File: src/sv/pfa_pkg.sv
// Package for the partition fit allocator.
// Holds field widths, operation and status codes, fit modes and the controller state type.
// No dependencies.
package pfa_pkg;

    // Default sizing of the partition table
    localparam int NUM_BLOCKS_DEF = 32;
    localparam int SIZE_BITS_DEF  = 16;

    // Fixed field widths of the stream items
    localparam int IDX_FIELD_W  = 5;
    localparam int SIZE_FIELD_W = 16;
    localparam int DATA_W       = 24;
    localparam int MODE_W       = 2;
    localparam int COUNT_W      = 6;
    localparam int CFG_DATA_W   = 6;
    localparam int CFG_INDEX_W  = 1;

    // Configuration register indexes
    localparam logic [CFG_INDEX_W-1:0] REG_FIT_MODE    = 1'b0;
    localparam logic [CFG_INDEX_W-1:0] REG_BLOCK_COUNT = 1'b1;

    // Reset value of the partition count register
    localparam logic [COUNT_W-1:0] BLOCK_COUNT_RST = 6'd32;

    typedef enum logic {
        OP_LOAD     = 1'b0,
        OP_ALLOCATE = 1'b1
    } t_opcode;

    typedef enum logic [1:0] {
        ST_LOADED  = 2'd0,
        ST_GRANTED = 2'd1,
        ST_WAIT    = 2'd2
    } t_status;

    // Mode code 3 is unused and behaves as first fit
    localparam logic [MODE_W-1:0] FIT_FIRST = 2'd0;
    localparam logic [MODE_W-1:0] FIT_BEST  = 2'd1;
    localparam logic [MODE_W-1:0] FIT_WORST = 2'd2;

    typedef struct packed {
        logic [MODE_W-1:0]  fit_mode;
        logic [COUNT_W-1:0] block_count;
    } t_cfg;

    typedef enum logic [1:0] {
        S_IDLE,
        S_SCAN,
        S_DONE
    } t_state;

endpackage

File: src/sv/pfa_mem.sv
// Free size table of the partition fit allocator.
// Simple dual-port memory: one write port, one read port with registered data.
// No dependencies.
module pfa_mem #(
    parameter int DEPTH = 32,
    parameter int WIDTH = 16
) (
    input  logic                     i_clk,
    input  logic                     i_we,
    input  logic [$clog2(DEPTH)-1:0] i_waddr,
    input  logic [WIDTH-1:0]         i_wdata,
    input  logic [$clog2(DEPTH)-1:0] i_raddr,
    output logic [WIDTH-1:0]         o_rdata
);

    logic [WIDTH-1:0] r_mem [DEPTH];
    logic [WIDTH-1:0] r_rdata;

    // Write port
    always_ff @(posedge i_clk) begin
        if (i_we) begin
            r_mem[i_waddr] <= i_wdata;
        end
    end

    // Read port, registered data
    always_ff @(posedge i_clk) begin
        r_rdata <= r_mem[i_raddr];
    end

    assign o_rdata = r_rdata;

endmodule

File: src/sv/pfa_ctrl.sv
// Controller of the partition fit allocator: item intake, table scan, write-back, result register.
// Depends on pfa_pkg; drives the ports of pfa_mem.
module pfa_ctrl
    import pfa_pkg::*;
#(
    parameter int NUM_BLOCKS = NUM_BLOCKS_DEF,
    parameter int SIZE_BITS  = SIZE_BITS_DEF
) (
    input  logic                          i_clk,
    input  logic                          i_rst_n,
    input  t_cfg                          i_cfg,
    // Input item
    input  logic                          i_in_valid,
    output logic                          o_in_ready,
    input  logic                          i_opcode,
    input  logic [IDX_FIELD_W-1:0]        i_block_index,
    input  logic [SIZE_FIELD_W-1:0]       i_size_value,
    // Result item
    output logic                          o_out_valid,
    input  logic                          i_out_ready,
    output logic [1:0]                    o_status,
    output logic [IDX_FIELD_W-1:0]        o_chosen_block,
    output logic [SIZE_FIELD_W-1:0]       o_left_over,
    // Table memory
    output logic                          o_mem_we,
    output logic [$clog2(NUM_BLOCKS)-1:0] o_mem_waddr,
    output logic [SIZE_BITS-1:0]          o_mem_wdata,
    output logic [$clog2(NUM_BLOCKS)-1:0] o_mem_raddr,
    input  logic [SIZE_BITS-1:0]          i_mem_rdata
);

    localparam int IDX_W = $clog2(NUM_BLOCKS);
    localparam int CNT_W = $clog2(NUM_BLOCKS + 1);
    localparam int LW    = (CNT_W > COUNT_W) ? CNT_W : COUNT_W;
    localparam logic [LW-1:0] NB_L = LW'(NUM_BLOCKS);

    t_state r_state, n_state;

    // Latched item
    logic                   r_op;
    logic [IDX_FIELD_W-1:0] r_idx;
    logic [SIZE_BITS-1:0]   r_sz;
    logic [LW-1:0]          r_limit;

    // Scan state
    logic [LW-1:0]          r_addr;
    logic                   r_chk_valid;
    logic [IDX_W-1:0]       r_chk_idx;
    logic                   r_found;
    logic [IDX_W-1:0]       r_best_idx;
    logic [SIZE_BITS-1:0]   r_best_val;

    // Result register
    logic                    r_out_valid;
    t_status                 r_status;
    logic [IDX_FIELD_W-1:0]  r_chosen;
    logic [SIZE_FIELD_W-1:0] r_left;

    logic             accept;
    logic             out_free;
    logic             issue;
    logic             scan_end;
    logic             take;
    logic             in_range;
    logic             done_fire;
    logic [LW-1:0]    count_ext;
    logic [SIZE_BITS-1:0] alloc_left;

    assign accept    = i_in_valid && o_in_ready;
    assign out_free  = !r_out_valid || i_out_ready;
    assign issue     = (r_addr < r_limit);
    assign scan_end  = !issue && !r_chk_valid;
    assign in_range  = (32'(r_idx) < 32'(NUM_BLOCKS));
    assign count_ext = LW'(i_cfg.block_count);
    assign alloc_left = r_best_val - r_sz;
    assign done_fire = (r_state == S_DONE) && out_free;

    // A read entry wins if it fits and beats the current pick under the mode
    always_comb begin
        take = 1'b0;
        if (r_chk_valid && (i_mem_rdata >= r_sz)) begin
            if (!r_found) begin
                take = 1'b1;
            end else if (i_cfg.fit_mode == FIT_BEST) begin
                take = (i_mem_rdata < r_best_val);
            end else if (i_cfg.fit_mode == FIT_WORST) begin
                take = (i_mem_rdata > r_best_val);
            end
        end
    end

    // Next state
    always_comb begin
        n_state = r_state;
        unique case (r_state)
            S_IDLE: begin
                if (accept) begin
                    n_state = (t_opcode'(i_opcode) == OP_ALLOCATE) ? S_SCAN : S_DONE;
                end
            end
            S_SCAN: begin
                if (scan_end) begin
                    n_state = S_DONE;
                end
            end
            S_DONE: begin
                if (out_free) begin
                    n_state = S_IDLE;
                end
            end
            default: n_state = S_IDLE;
        endcase
    end

    // Outputs of the state machine: intake and memory access
    always_comb begin
        o_in_ready  = (r_state == S_IDLE);
        o_mem_raddr = r_addr[IDX_W-1:0];
        o_mem_we    = 1'b0;
        o_mem_waddr = r_best_idx;
        o_mem_wdata = alloc_left;
        if (done_fire) begin
            if (t_opcode'(r_op) == OP_LOAD) begin
                o_mem_we    = in_range;
                o_mem_waddr = IDX_W'(r_idx);
                o_mem_wdata = r_sz;
            end else begin
                o_mem_we = r_found;
            end
        end
    end

    // Control registers
    always_ff @(posedge i_clk) begin
        if (!i_rst_n) begin
            r_state     <= S_IDLE;
            r_chk_valid <= 1'b0;
            r_found     <= 1'b0;
            r_out_valid <= 1'b0;
            r_addr      <= '0;
            r_limit     <= '0;
        end else begin
            r_state <= n_state;
            if (accept) begin
                r_addr      <= '0;
                r_chk_valid <= 1'b0;
                r_found     <= 1'b0;
                r_limit     <= (count_ext > NB_L) ? NB_L : count_ext;
            end else if (r_state == S_SCAN) begin
                r_chk_valid <= issue;
                if (issue) begin
                    r_addr <= r_addr + 1'b1;
                end
                if (take) begin
                    r_found <= 1'b1;
                end
            end
            if (done_fire) begin
                r_out_valid <= 1'b1;
            end else if (i_out_ready) begin
                r_out_valid <= 1'b0;
            end
        end
    end

    // Payload registers
    always_ff @(posedge i_clk) begin
        if (accept) begin
            r_op  <= i_opcode;
            r_idx <= i_block_index;
            r_sz  <= SIZE_BITS'(i_size_value);
        end
        if (r_state == S_SCAN) begin
            r_chk_idx <= r_addr[IDX_W-1:0];
            if (take) begin
                r_best_idx <= r_chk_idx;
                r_best_val <= i_mem_rdata;
            end
        end
        // Build the result as the item retires
        if (done_fire) begin
            if (t_opcode'(r_op) == OP_LOAD) begin
                r_status <= ST_LOADED;
                r_chosen <= r_idx;
                r_left   <= in_range ? SIZE_FIELD_W'(r_sz) : '0;
            end else if (r_found) begin
                r_status <= ST_GRANTED;
                r_chosen <= IDX_FIELD_W'(r_best_idx);
                r_left   <= SIZE_FIELD_W'(alloc_left);
            end else begin
                r_status <= ST_WAIT;
                r_chosen <= '0;
                r_left   <= '0;
            end
        end
    end

    assign o_out_valid    = r_out_valid;
    assign o_status       = r_status;
    assign o_chosen_block = r_chosen;
    assign o_left_over    = r_left;

endmodule

File: src/sv/partition_fit_allocator.sv
// Partition fit allocator: first, best or worst fit over a table of free partition sizes.
// A load result is registered from the done state; an allocate result follows a scan of min(block_count,
// NUM_BLOCKS) partitions (none with a zero count), one table read per partition scanned.
// One item is in work at a time: a new item enters only after the last has left the done state,
// and a stalled result holds the next item's write-back, not its entry.
// Synchronous active-low reset clears control and configuration; the table is not cleared.
module partition_fit_allocator
    import pfa_pkg::*;
#(
    parameter int NUM_BLOCKS = NUM_BLOCKS_DEF,
    parameter int SIZE_BITS  = SIZE_BITS_DEF
) (
    input  logic                   i_clk,
    input  logic                   i_rst_n,
    // Configuration write port
    input  logic                   i_cfg_we,
    input  logic [CFG_INDEX_W-1:0] i_cfg_index,
    input  logic [CFG_DATA_W-1:0]  i_cfg_data,
    // Input items
    input  logic                   s_axis_tvalid,
    output logic                   s_axis_tready,
    input  logic [DATA_W-1:0]      s_axis_tdata,   // block_index[4:0], size_value[20:5], zero pad
    input  logic                   s_axis_tuser,   // opcode
    // Result items
    output logic                   m_axis_tvalid,
    input  logic                   m_axis_tready,
    output logic [DATA_W-1:0]      m_axis_tdata,   // chosen_block[4:0], left_over[20:5], zero pad
    output logic [1:0]             m_axis_tuser    // status
);

    localparam int IDX_W = $clog2(NUM_BLOCKS);

    t_cfg r_cfg;

    logic                    mem_we;
    logic [IDX_W-1:0]        mem_waddr;
    logic [SIZE_BITS-1:0]    mem_wdata;
    logic [IDX_W-1:0]        mem_raddr;
    logic [SIZE_BITS-1:0]    mem_rdata;
    logic [IDX_FIELD_W-1:0]  chosen_block;
    logic [SIZE_FIELD_W-1:0] left_over;

    // Configuration registers
    always_ff @(posedge i_clk) begin
        if (!i_rst_n) begin
            r_cfg.fit_mode    <= FIT_FIRST;
            r_cfg.block_count <= BLOCK_COUNT_RST;
        end else if (i_cfg_we) begin
            unique case (i_cfg_index)
                REG_FIT_MODE:    r_cfg.fit_mode    <= i_cfg_data[MODE_W-1:0];
                REG_BLOCK_COUNT: r_cfg.block_count <= i_cfg_data[COUNT_W-1:0];
                default:         r_cfg             <= r_cfg;
            endcase
        end
    end

    pfa_ctrl #(
        .NUM_BLOCKS (NUM_BLOCKS),
        .SIZE_BITS  (SIZE_BITS)
    ) u_ctrl (
        .i_clk          (i_clk),
        .i_rst_n        (i_rst_n),
        .i_cfg          (r_cfg),
        .i_in_valid     (s_axis_tvalid),
        .o_in_ready     (s_axis_tready),
        .i_opcode       (s_axis_tuser),
        .i_block_index  (s_axis_tdata[IDX_FIELD_W-1:0]),
        .i_size_value   (s_axis_tdata[IDX_FIELD_W+SIZE_FIELD_W-1:IDX_FIELD_W]),
        .o_out_valid    (m_axis_tvalid),
        .i_out_ready    (m_axis_tready),
        .o_status       (m_axis_tuser),
        .o_chosen_block (chosen_block),
        .o_left_over    (left_over),
        .o_mem_we       (mem_we),
        .o_mem_waddr    (mem_waddr),
        .o_mem_wdata    (mem_wdata),
        .o_mem_raddr    (mem_raddr),
        .i_mem_rdata    (mem_rdata)
    );

    pfa_mem #(
        .DEPTH (NUM_BLOCKS),
        .WIDTH (SIZE_BITS)
    ) u_mem (
        .i_clk   (i_clk),
        .i_we    (mem_we),
        .i_waddr (mem_waddr),
        .i_wdata (mem_wdata),
        .i_raddr (mem_raddr),
        .o_rdata (mem_rdata)
    );

    // Pack the result fields, lowest field first
    assign m_axis_tdata = {{(DATA_W - IDX_FIELD_W - SIZE_FIELD_W){1'b0}}, left_over, chosen_block};

endmodule

File: config.mk
export PLATFORM = sky130hd
export DESIGN_NAME = partition_fit_allocator
export DESIGN_NICKNAME = d
export VERILOG_FILES = /design/src/sv/pfa_pkg.sv /design/src/sv/pfa_mem.sv /design/src/sv/pfa_ctrl.sv /design/src/sv/partition_fit_allocator.sv
export SDC_FILE = /design/constraint.sdc
export NUM_CORES = 1
export LEC_CHECK = 0
export BUFFER_PORTS_ARGS = -buffer_cell sky130_fd_sc_hd__buf_2
export CAP_MARGIN = 10
export CORE_ASPECT_RATIO = 0.7
export CORE_MARGIN = 3
export CORE_UTILIZATION = 56
export CTS_CLUSTER_SIZE = 16
export DETAILED_ROUTE_END_ITERATION = 16
export PLACE_DENSITY = 0.77
export SETUP_SLACK_MARGIN = 0.2
export SYNTH_ARGS = -nofsm -noshare
export SYNTH_HDL_FRONTEND = slang
export SYNTH_SLANG_ARGS = --single-unit
File: constraint.sdc
create_clock -name i_clk -period 3.4 [get_ports i_clk]
set_clock_uncertainty 0.1 [all_clocks]
set_input_delay 0.34 -clock i_clk [delete_from_list [all_inputs] [get_ports i_clk]]
set_output_delay 0.34 -clock i_clk [all_outputs]
set_load 0.1 [all_outputs]
# Word level (Yosys, flattened, before mapping)
# Memories as Yosys holds them, arrays and structs flattened. A register that Yosys moved wholly into a read port is not among the register bits.
# Cells that the tools add are included.
[totals]
ff_bits = 96
ram_bits = 512
in_bits = 37
out_inout_bits = 28
mem_count = 1
[op_classes]
add_sub_neg = 2
magnitude_cmp = 5
n_eq_ne = 7
mux = 25
n_bitwise = 2
reduce_logical = 16
[memory_table]
columns = ["memory", "depth", "width", "rd", "rd_clocked_by_memory_dff", "write_ports", "line_no", "text"]
rows = [
  ["u_mem.r_mem", 32, 16, 1, 1, 1, "pfa_mem.sv:16", "logic [WIDTH-1:0] r_mem [DEPTH];"],
]
[ops]
columns = ["op", "n"]
rows = [
  ["16-bit two-way mux", 4],
  ["5-bit two-way mux", 4],
  ["16-bit >= comparator", 1],
  ["16-bit greater-than comparator", 1],
  ["16-bit less-than comparator", 1],
  ["16-bit subtractor", 1],
  ["1-bit two-way mux", 10],
  ["2-bit two-way mux", 5],
  ["2-bit AND reduction", 4],
  ["6-bit by 1-bit adder with 6-bit output (second input constant)", 1],
  ["6-bit greater-than comparator (second input constant)", 1],
  ["6-bit less-than comparator", 1],
  ["6-bit two-way mux", 1],
  ["2-bit one-hot mux with 3 select lines", 1],
  ["2-bit by 1-bit == test with 1-bit output (second input constant)", 2],
  ["2-bit == test (second input constant)", 2],
  ["1-bit logical AND", 4],
  ["2-bit by 1-bit inequality test with 1-bit output (second input constant)", 2],
  ["1-bit logical NOT", 3],
  ["3-bit AND reduction", 1],
  ["2-bit logical NOT", 1],
  ["2-bit inequality test (second input constant)", 1],
  ["1-bit inverter", 2],
  ["2-bit nonzero test", 1],
  ["2 further kinds", 2],
]

# Longest topological paths before layout
[depth]
depth_word = 6
ltp_mapped = 10
mapped_depth_nobuf = 10

# By module
# From an unflattened synthesis, not the netlist that was laid out.
[unflattened]
cells_unflattened = 1649
hier_area_um2 = 25884.8
[modules_own_cells]
columns = ["module", "instances", "cells_each", "area_per_inst_um2"]
rows = [
  ["pfa_mem", 1, 1143, 20535.9],
  ["pfa_ctrl", 1, 468, 5004.8],
  ["partition_fit_allocator", 1, 38, 344.1],
]

# Worst setup path after synthesis
# No wires, ideal clock.
[synth_timing]
path_kind = "register to register"
start = "register u_ctrl.r_out_valid (netlist: u_ctrl.o_out_valid)"
end = "memory u_mem.r_mem[20][0], enable pin"
arrival_ns = 3.610
path_slack_ns = -0.719
path_stages_with_launch = 6
path_buffers = 0
period_less_slack_ns = 4.119
path_cell_list = "dfxtp_1 nor2b_1 nor2_1 and2_1 nand2_1 nor3_1"
[synth_between]
elab_chain_len = 6
elab_cells_between_ends = 7
classes_between = "mux: 4; reduce/logical: 3"
[synth_rtl]
columns = ["element", "line_no", "text"]
rows = [
  ["start, declared", "pfa_ctrl.sv:54", "logic r_out_valid;"],
  ["start signal, assigned", "pfa_ctrl.sv:139", "r_out_valid <= 1'b0;"],
  ["start signal, assigned", "pfa_ctrl.sv:159", "r_out_valid <= 1'b1;"],
  ["start signal, assigned", "pfa_ctrl.sv:161", "r_out_valid <= 1'b0;"],
  ["1-bit logical NOT *", "pfa_ctrl.sv:70", "assign out_free = !r_out_valid || i_out_ready;"],
  ["1-bit logical OR *", "pfa_ctrl.sv:70", ""],
  ["1-bit logical AND *", "pfa_ctrl.sv:76", "assign done_fire = (r_state == S_DONE) && out_free;"],
  ["via u_ctrl.done_fire", "pfa_ctrl.sv:65", "logic done_fire;"],
  ["1-bit two-way mux", "pfa_ctrl.sv:122", "if (done_fire) begin"],
  ["1-bit two-way mux", "pfa_mem.sv:21", "if (i_we) begin"],
  ["1-bit two-way mux (implied by the code)", "pfa_mem.sv:22", "r_mem[i_waddr] <= i_wdata;"],
  ["end, declared", "pfa_mem.sv:16", ""],
]
# The timed path passes the listed nets; every way through them passes the cells marked *.

# Worst setup path in the final report
[layout_timing]
start = "register u_ctrl.r_sz[0]"
end = "memory u_mem.r_mem[25][12] (data pin)"
[layout_between]
elab_chain_len = 3
[layout_rtl]
columns = ["element", "line_no", "text"]
rows = [
  ["start, declared", "pfa_ctrl.sv:42", "logic [SIZE_BITS-1:0] r_sz;"],
  ["start signal, assigned", "pfa_ctrl.sv:171", "r_sz <= SIZE_BITS'(i_size_value);"],
  ["16-bit subtractor *", "pfa_ctrl.sv:75", "assign alloc_left = r_best_val - r_sz;"],
  ["16-bit two-way mux", "pfa_ctrl.sv:123", "if (t_opcode'(r_op) == OP_LOAD) begin"],
  ["16-bit two-way mux *", "pfa_ctrl.sv:122", ""],
  ["via mem_wdata[12]", "partition_fit_allocator.sv:37", "logic [SIZE_BITS-1:0] mem_wdata;"],
]
# Marked as above.

==> qor.csv <==
stage,metric,value,unit
pwr,IR Drop Worst-Case VDD,524,uV
logic_synthesis,post-synthesis average cell area,19.2,um2
placement,routability congestion estimate,0.854,
worst_setup_path,critical path endpoint category,register,
hold_path,capture endpoint of the worst hold path,r_cfg[1],
timing,slew at the pin closest to its max-slew limit,1.14,ns
worst_setup_path,Crit. path cell count,10,
floorplanning,height of the die,184,um
pwr,Static Leakage,9.46,nW
timing,setup violators final,0,
floorplanning,horizontal die dimension,260,um
floorplanning,core footprint,44100,um2
placement,detailed-placement wirelength estimate,34.2,mm
worst_setup_path,ordered list of cells on the worst path,"ha_1, inv_1, fa_1, a21o_1, nand4_1, a21oi_1, o21bai_1, and4b_1, nor3_4, buf_4",
floorplanning,row count,64,
cts,H-tree Lvls,2,
timing,"Period Utilization, post-route",90.9,%
logic_synthesis,number of flops mapped to enable cells by yosys,583,
worst_setup_path,required time at the worst-slack endpoint,3.66,ns
worst_setup_path,cell family with the largest share of critical-path delay,compound AO/OA/AOI/OAI gates,
routing,Avg WL per Cell,27.8,um
timing,setup slack after layout,0.308,ns
status,run status,completed,
logic_synthesis,number of synthesized register bits,624,
final_layout,antenna cells,0,
logic_synthesis,cell count after synthesis,1316,
hold_path,number of stages on the worst hold path,3,
worst_setup_path,number of cell instances on the worst register-to-register path,10,
worst_setup_path,worst reg2reg endpoint,u_mem.r_mem[25][12],
final_layout,Total Nets Final,1571,
routing,number of violations reported at the end of detailed-routing iteration 0,1650,
routing,WL final,58.9,mm
routing,total via count in the routed design,13500,
cts,clock buffers created by TritonCTS,54,
cts,post-CTS repair timing setup buffer count,0,
worst_setup_path,Slowest cell on crit path,sky130_fd_sc_hd__edfxtp_1,
logic_synthesis,share of async-settable or async-resettable flops after synthesis,0,%
global_routing,initial antenna violation count,2,
global_routing,wire length of the first global-routing pass,87.2,mm
routing,Antenna Violating Nets Remaining,0,
hold_path,worst min path class,in2reg,
final_layout,FILL cells,2776,
routing,Detailed Routing Iterations Pass 1,5,
floorplanning,starting utilization of the core area,57.3,%
floorplanning,top-level I/O count,65,
floorplanning,die footprint,47800,um2
hold_path,hold wc startpoint,i_cfg_index,
routing,via-per-instance ratio,6.35,
worst_setup_path,Crit Reg-Reg Startpoint,u_ctrl.r_sz[0],
placement,number of port buffers,58,
cts,number of buffers on the longest clock path,3,
worst_setup_path,startpoint-to-endpoint class of the critical path,reg2reg,
worst_setup_path,worst-path maximum fanout,32,
job,total of max-cap violations,0,
timing,worst max-slew margin expressed relative to the limit,23.9,%
worst_setup_path,startpoint types,register,
timing,number of pins with negative max-slew slack in the final report,0,
worst_setup_path,Crit path largest cell delay,0.43,ns
final_layout,ratio of cells with drive above 1 in the final layout,29.5,%
logic_synthesis,proportion of synthesized chip area in sequential cells,72.5,%
pwr,power per unit of standard cell area,550,nW/um2
worst_setup_path,R2R Setup Slk,0.31,ns
cts,count of clock tree sinks,624,
cts,clock tree from TritonCTS,yes,
global_routing,maximum number of pins on one net before global-route repair,80,
placement,instance area at placement,26900,um2
global_routing,GRT overflow,0,
worst_setup_path,number of buffer and inverter stages on the critical path,2,
global_routing,via count of the first global-routing pass,13500,
cts,root buf cell,sky130_fd_sc_hd__clkbuf_16,
logic_synthesis,Ys Warns,0,
pwr,total power of the final layout,16.0,mW
timing,maximum clock rate,323,MHz
global_routing,All-Layer GR Usage,25.3,%
timing,Tmin final,3.09,ns
cts,clock latency reported for the late side of the worst-skew pair,0.59,ns
routing,count of unresolved DRC violations after routing,0,
worst_setup_path,data arrival time at the worst-slack endpoint,3.35,ns
final_layout,area growth from synthesis to layout,14.7,%
timing,Final Hold Viols,0,
logic_synthesis,post-synthesis instance area,25300,um2
placement,placement-stage worst setup slack,0.326,ns
timing,RSZ-0062 raised after global routing,no,
logic_synthesis,number of distinct standard cells referenced by the synthesized netlist,51,
final_layout,Final Cell Area,29000,um2
timing,Total Neg Setup Slack,0,ns
cts,Worst-path clk slew,0.07,ns
logic_synthesis,most used flip-flop cell after synthesis,sky130_fd_sc_hd__edfxtp_1,
==> where the power goes <==
group	internal [mW]	switching (mW)	total [mW]
logic	0.277	0.798	1.07
registers	8.72	0.0449	8.76
clock network	3.41	2.72	6.12
==> flip-flops by register name (all words and copies together) (netlist names), 6 cells and up <==
name and cells:
u_ctrl.r_best_val 16, u_ctrl.r_limit 6, u_ctrl.o_left_over 16, u_mem.o_rdata 16, u_ctrl.r_addr 6, u_ctrl.r_sz 16
r_cfg 8, u_mem.r_mem 512
==> stage by stage <==
| stage | util (%) | hold WS (ns) | std cells |
|---|---|---|---|
| final | 65.7 | 0.0417 | 2118 |
| after global routing | 65.7 | 0.0397 | 2118 |
| after CTS | 65.7 | 0.000129 | 2118 |
| after detailed placement | 60.9 | 0.306 | 1984 |
| after global placement | 60.9 | 0.302 | 1984 |
| after floorplan | - | 0.300 | 1318 |
==> what timing repair did <==
action,CTS,global route
hold endpoints to repair,34,0
gates resized for setup,0,2
hold buffers,34,0
endpoints found under the setup margin,0,32
==> cells in the final DEF, fill, tap and decap left out, types with 11 or more instances in the layout <==
cell type,synthesis,final
sky130_fd_sc_hd__ha_1,53,53
sky130_fd_sc_hd__nand4_1,11,11
sky130_fd_sc_hd__nor3_2,1,21
sky130_fd_sc_hd__edfxtp_1,583,583
sky130_fd_sc_hd__buf_2,6,58
sky130_fd_sc_hd__nand3_1,21,21
sky130_fd_sc_hd__o21ai_0,24,14
sky130_fd_sc_hd__a21oi_1,44,43
sky130_fd_sc_hd__a21o_1,19,19
sky130_fd_sc_hd__nor2_1,42,35
sky130_fd_sc_hd__buf_4,13,65
sky130_fd_sc_hd__mux4_2,160,160
sky130_fd_sc_hd__dfxtp_1,41,36
sky130_fd_sc_hd__clkinv_2,0,20
sky130_fd_sc_hd__mux2i_1,13,11
sky130_fd_sc_hd__dlygate4sd3_1,0,34
sky130_fd_sc_hd__nand2_1,52,52
sky130_fd_sc_hd__o22ai_1,11,11
sky130_fd_sc_hd__inv_1,47,47
sky130_fd_sc_hd__mux2_2,18,18
sky130_fd_sc_hd__clkbuf_16,0,56
==> layout make-up <==
type                            count  area [um2]  share of cell area [%]
Sequential cell                   624       18300                    63.2
Tap cell                          594         743                    2.56
Inverter                           49         184                   0.634
Clock buffer                       67        1480                    5.11
Clock inverter                     33         284                   0.979
Timing Repair Buffer              164        1250                    4.31
Multi-Input combinational cell    587        6720                    23.2
==> worst register-to-register path: cells and delay by family (launching register included) <==
family	cells	cell delay, ns
buffers and inverters	2	0.46
adder cells (fa/ha/maj)	2	0.46
AND/OR/NAND/NOR	3	0.60
flip-flops	1	0.43
AO/OA/AOI/OAI	3	0.77
==> cells in the mapped netlist, types with 4 or more instances <==
master | instances | area [um2]
sky130_fd_sc_hd__edfxtp_1 | 583 | 17500
sky130_fd_sc_hd__mux4_2 | 160 | 3600
sky130_fd_sc_hd__ha_1 | 53 | 663
sky130_fd_sc_hd__nand2_1 | 52 | 195
sky130_fd_sc_hd__inv_1 | 47 | 176
sky130_fd_sc_hd__a21oi_1 | 44 | 220
sky130_fd_sc_hd__nor2_1 | 42 | 158
sky130_fd_sc_hd__dfxtp_1 | 41 | 821
sky130_fd_sc_hd__nor3_1 | 34 | 170
sky130_fd_sc_hd__o21ai_0 | 24 | 120
sky130_fd_sc_hd__clkbuf_1 | 22 | 82.6
sky130_fd_sc_hd__nand3_1 | 21 | 105
sky130_fd_sc_hd__a21o_1 | 19 | 143
sky130_fd_sc_hd__mux2_2 | 18 | 203
sky130_fd_sc_hd__buf_1 | 16 | 60.1
sky130_fd_sc_hd__buf_4 | 13 | 97.6
sky130_fd_sc_hd__mux2i_1 | 13 | 130
sky130_fd_sc_hd__nand4_1 | 11 | 68.8
sky130_fd_sc_hd__o22ai_1 | 11 | 68.8
sky130_fd_sc_hd__nand2b_1 | 10 | 62.6
sky130_fd_sc_hd__nor3b_1 | 8 | 60.1
sky130_fd_sc_hd__xnor2_1 | 7 | 61.3
sky130_fd_sc_hd__buf_2 | 6 | 30.0
sky130_fd_sc_hd__xor2_1 | 6 | 52.6
sky130_fd_sc_hd__a31oi_1 | 5 | 31.3
sky130_fd_sc_hd__nor2b_1 | 5 | 31.3
sky130_fd_sc_hd__o211ai_1 | 5 | 37.5
sky130_fd_sc_hd__o21a_1 | 4 | 30.0
==> cell families after synthesis <==
| kind of cell | after synthesis | synth area share [%] |
|---|---|---|
| AOI/OAI and AO/OA | 129 | 3.14 |
| buffers and inverters | 107 | 1.84 |
| DFF | 624 | 72.5 |
| xor gates and xnor gates | 13 | 0.450 |
| and+or+nand+nor | 197 | 3.77 |
| other | 1 | 0.0148 |
| adders and majority gates | 54 | 2.70 |
| muxes | 191 | 15.6 |
==> how the worst max path moves through the flow <==
stage | start | end | slack, ns
6_report | u_ctrl.r_sz[0] | u_mem.r_mem[25][12] | 0.31
5_1_grt | u_ctrl.r_sz[0] | u_mem.r_mem[25][12] | 0.21
3_3_place_gp | u_ctrl.r_best_val[0] | u_mem.r_mem[26][14] | 0.44
4_1_cts | u_ctrl.r_best_val[0] | u_mem.r_mem[12][14] | 0.30
3_5_place_dp | u_ctrl.r_best_val[0] | u_mem.r_mem[26][14] | 0.33
2_1_floorplan | u_ctrl.r_best_val[0] | u_mem.r_mem[0][8] | -0.14
==> routing by layer <==
layer | routed length [um] | track usage [%] | vias to the layer above
li1 | - | - | 5684
met1 | 23700 | 37.6 | 6930
met2 | 27300 | 38.3 | 745
met3 | 6550 | 6.31 | 94
met4 | 1390 | 6.72 | 0
met5 | 0 | 0 | -
No activity file was read; power rests on OpenSTA's default activity.
